`src/rtl/core/mvsm_pkg.sv`:
```
`timescale 1ns / 1ps
// ----------------------------------------------------------------------------
// mvsm_pkg
// Shared types and constants of the stereo voice mixer.
// ----------------------------------------------------------------------------
package mvsm_pkg;

	localparam int VOICES     = 16;
	localparam int VOICE_W    = $clog2(VOICES);
	localparam int STORE_AW   = 14;
	localparam int LEN_W      = 15;
	localparam int GAIN_W     = 16;
	localparam int SMP_W      = 16;
	localparam int PROD_W     = 49;
	localparam int ACC_W      = 54;
	localparam logic [GAIN_W-1:0] GAIN_ONE = 16'd32768;

	typedef enum logic [1:0] {
		K_LOAD  = 2'd0,
		K_PLAY  = 2'd1,
		K_STOP  = 2'd2,
		K_FRAME = 2'd3
	} kind_t;

	typedef enum logic [0:0] {
		R_GAIN_L = 1'b0,
		R_GAIN_R = 1'b1
	} reg_idx_t;

	typedef enum logic [3:0] {
		S_IDLE, S_EXEC, S_ADDR, S_L1, S_L2, S_R1, S_R2,
		S_FIN0, S_FIN1, S_FIN2, S_DONE
	} state_t;

	// Command to the shared multiply-accumulate unit
	typedef struct packed {
		logic clr;
		logic mul;
		logic acc_l;
		logic acc_r;
	} mac_cmd_t;

endpackage

```
`src/rtl/core/mvsm_mac.sv`:
```
`timescale 1ns / 1ps
// ----------------------------------------------------------------------------
// mvsm_mac
// Shared multiplier with registered product and two channel accumulators.
// ----------------------------------------------------------------------------
module mvsm_mac
	import mvsm_pkg::*;
(
	input  logic                    clk,
	input  logic                    arst_n,
	input  mac_cmd_t                cmd,
	input  logic signed [31:0]      op_a,
	input  logic signed [16:0]      op_b,
	output logic signed [PROD_W-1:0] prod_q,
	output logic signed [ACC_W-1:0]  acc_l_q,
	output logic signed [ACC_W-1:0]  acc_r_q
);

	// product register
	always_ff @(posedge clk) begin
		if (cmd.mul) begin
			prod_q <= PROD_W'(op_a * op_b);
		end
	end

	// accumulators
	always_ff @(posedge clk or negedge arst_n) begin
		if (!arst_n) begin
			acc_l_q <= '0;
			acc_r_q <= '0;
		end else if (cmd.clr) begin
			acc_l_q <= '0;
			acc_r_q <= '0;
		end else begin
			if (cmd.acc_l) acc_l_q <= acc_l_q + ACC_W'(prod_q);
			if (cmd.acc_r) acc_r_q <= acc_r_q + ACC_W'(prod_q);
		end
	end

endmodule

```
`config.mk`:
```
export PLATFORM = sky130hd
export DESIGN_NAME = mvsm_mac
export DESIGN_NICKNAME = d
export VERILOG_FILES = /design/src/rtl/core/mvsm_pkg.sv /design/src/rtl/core/mvsm_mac.sv
export SDC_FILE = /design/constraint.sdc
export NUM_CORES = 2
export LEC_CHECK = 0
export BUFFER_PORTS_ARGS = -buffer_cell sky130_fd_sc_hd__buf_2
export CORE_ASPECT_RATIO = 2
export CORE_MARGIN = 5
export CORE_UTILIZATION = 32
export DETAILED_ROUTE_END_ITERATION = 16
export PLACE_DENSITY = 0.6
export SKIP_LAST_GASP = 1
export SYNTH_ARGS = -nofsm -noshare
export SYNTH_HDL_FRONTEND = slang
export SYNTH_SLANG_ARGS = --single-unit
```
`constraint.sdc`:
```
create_clock -name clk -period 8.6 [get_ports clk]
set_input_delay 1.72 -clock clk [delete_from_list [all_inputs] [get_ports clk]]
set_output_delay 1.72 -clock clk [all_outputs]
set_load 0.01 [all_outputs]
```
==> results.toml <==
[placement]
place_area_um2 = 33300
gp_congestion = 0.935
place_ws_ps = 18.9
io_buffers = 211
hpwl_mm = 80.4

[yosys]
yosys_warnings = 0
synth-edff-count = 49
synth_area_leaders = "fa_1, ha_1, dfrtp_1"
syn_area_per_cell_um2 = 9.00
syn_inst = 3394
synth_flop_cell = "dfrtp_1"
yosys.area.top_type_share_pct = 34.3
synthesis.nets = 4193
synth.distinct_cells = 81
async_flop_share_pct = 68.8
ys_ff_latch = 157
ys_seq_area_share_pct = 13.7
synthesis.area_um2 = 30500
yosys.area.top_type = "fa_1"

[final_layout]
fin_nets = 4367
multi_input_area_um2 = 23700
syn2layout_area_growth_pct = 11.1
mostFrequentLayoutCells = "inv_1, fa_1, nand2_1"
layout-drive-gt1-share_pct = 10.2
layout_commonest_cell = "inv_1"
seqCellArea_um2 = 4170
fillers = 9709
final_area_um2 = 33900

[sta]
worst-slew-pin-transition_ps = 995
setup_viol = 0
period_share_pct = 94.0
skew_ps = 13.7
hold_violations = 0
tns_ps = 0
drv_slew = 0
fin_crit_ps = 8080
rsz0062_at_grt = "false"
max_slew_margin_pct = 33.6
layout_setup_ws_ps = 516
fmax_mhz = 124
whs_ps = 526

[clock_tree]
h-tree-depth = 4
cts_buffers = 17
post_cts_buffers = 0
cts_tree = "done"
ctsResizeCount = 0
cts_buffer_depth = 2
cts_root_buf = "clkbuf_16"
clock_sinks = 157
ctsHoldBuffers = 0
path_clk_slew_ps = 70
insertion_delay_ps = 460

[setup_path]
crit_required_ps = 8810
cp_max_fo = 19
cp_data_arrival_time_ps = 8290
criticalPathCategory = "in -> reg"
critPathLaunchType = "input pin"
r2r_cells = 12
end_kind = "flop"

[detailed_routing]
drt-initial-drc-count = 1064
wl_mm = 94.6
route.detailed.drc = 0
vias = 24400
ant_nets = 0
firstDrtPassIters = 7
wl_per_cell_um = 19.7
vias_per_cell = 5.07

[global_route]
grt_pass1_wl_mm = 149
grt_pass1_vias = 27100
grt_util_all_layers_pct = 18.5
antenna_found_initial = 12
grt_overflow = 0
grt_max_degree = 64

[die]
die_area_um2 = 102000
num_rows = 160
io_pins = 212
die_y_um = 447
coreArea_um2 = 94900
die_w_um = 228
start_util_pct = 32.2

[flow_run]
drv_cap = 0

[min_path]
hold_path_class = "reg -> reg"
hold_depth = 2

[run_status]
outcome = "finished clean"
[final cells by class]
class | count | share of cell area [%]
Clock buffer | 22 | 1.50
Multi-Input combinational cell | 2519 | 69.7
Sequential cell | 157 | 12.3
Antenna cell | 8 | 0.0590
Tap cell | 1215 | 4.48
Clock inverter | 10 | 0.243
Inverter | 563 | 6.23
Timing Repair Buffer | 310 | 5.44
[final timing paths]
check | from | endpoint | slack [ps]
hold / removal | acc_r_q[30] | acc_r_q[30] | 530
setup / recovery | op_b[2] | prod_q[44] | 520
min in group asynchronous | arst_n | acc_l_q[52] | 1310
setup reg to reg | prod_q[0] | acc_l_q[50] | 4360
hold reg to reg | acc_r_q[30] | acc_r_q[30] | 530
max in group asynchronous | arst_n | acc_l_q[6] | 5920
[cell families after synthesis]
kind of cell	after synthesis	share of synthesized area [%]
and+or+nand+nor	1020	16.1
adders and majority gates	744	43.3
buffers and inverters	718	8.88
AOI/OAI and AO/OA	553	12.0
DFF	157	13.7
xor gates and xnor gates	134	3.84
muxes	68	2.23
[cell usage after synthesis, types with 5 or more instances]
cell type and n:
inv_1 562, fa_1 523, nand2_1 411, and2_1 248
ha_1 221, nor2_1 182, a21oi_1 173, clkbuf_1 131
dfrtp_1 108, xnor2_1 101, a21o_1 93, o21ai_0 88
mux2i_1 67, edfxtp_1 49, xor2_1 33, nand3_1 31
o21bai_1 29, and3_1 25, nand4_1 24, a31oi_1 21
nor3_1 20, nand2b_1 19, a211oi_1 18, o21a_1 18
nor2b_1 12, o211ai_1 12, buf_1 11, buf_2 11
o31ai_1 10, or3_1 9, a221o_1 8, o21ai_1 8
a211o_1 7, nor4b_1 7, a221oi_1 6, a22o_1 6
a31o_2 5, and4_1 5, nand3b_1 5
[state kept, by name, indices dropped and copies added, names as in the netlist]
signal and count:
acc_l_q 54, acc_r_q 54, prod_q 49
[layer usage]
metal / global-route usage (%) / vias up / part of all wire, %
met1: 18.7 / 12300 / 35
li1: - / 11200 / -
met5: 0 / - / 0.072
met3: 2.39 / 247 / 3.9
met4: 9.39 / 12 / 5.7
met2: 36.8 / 625 / 55
[critical path, cell delays in order]
cell and delay, ps:
buf_2 400, nand2_1 150, fa_1 530, fa_1 520, fa_1 510, inv_1 60
fa_1 490, fa_1 490, inv_1 50, fa_1 470, inv_1 40, ha_1 330
a21o_1 190, a31oi_1 230, o31ai_1 120, a21o_1 190, o21ai_0 360, o21ai_1 170
a211oi_1 590, o31ai_1 210, a221oi_1 340, xnor2_1 100
[stage by stage]
| stage | utilization (%) | std cells |
|---|---|---|
| after global placement | 35.1 | 4764 |
| after CTS | 35.7 | 4796 |
| after global routing | 35.7 | 4799 |
| after floorplan | - | 3394 |
| final | 35.7 | 4804 |
| after detailed placement | 35.1 | 4764 |
Power is left out: the tool's default activity adds up to more than one toggle a clock period on the data nets, which glitch-free logic cannot reach.
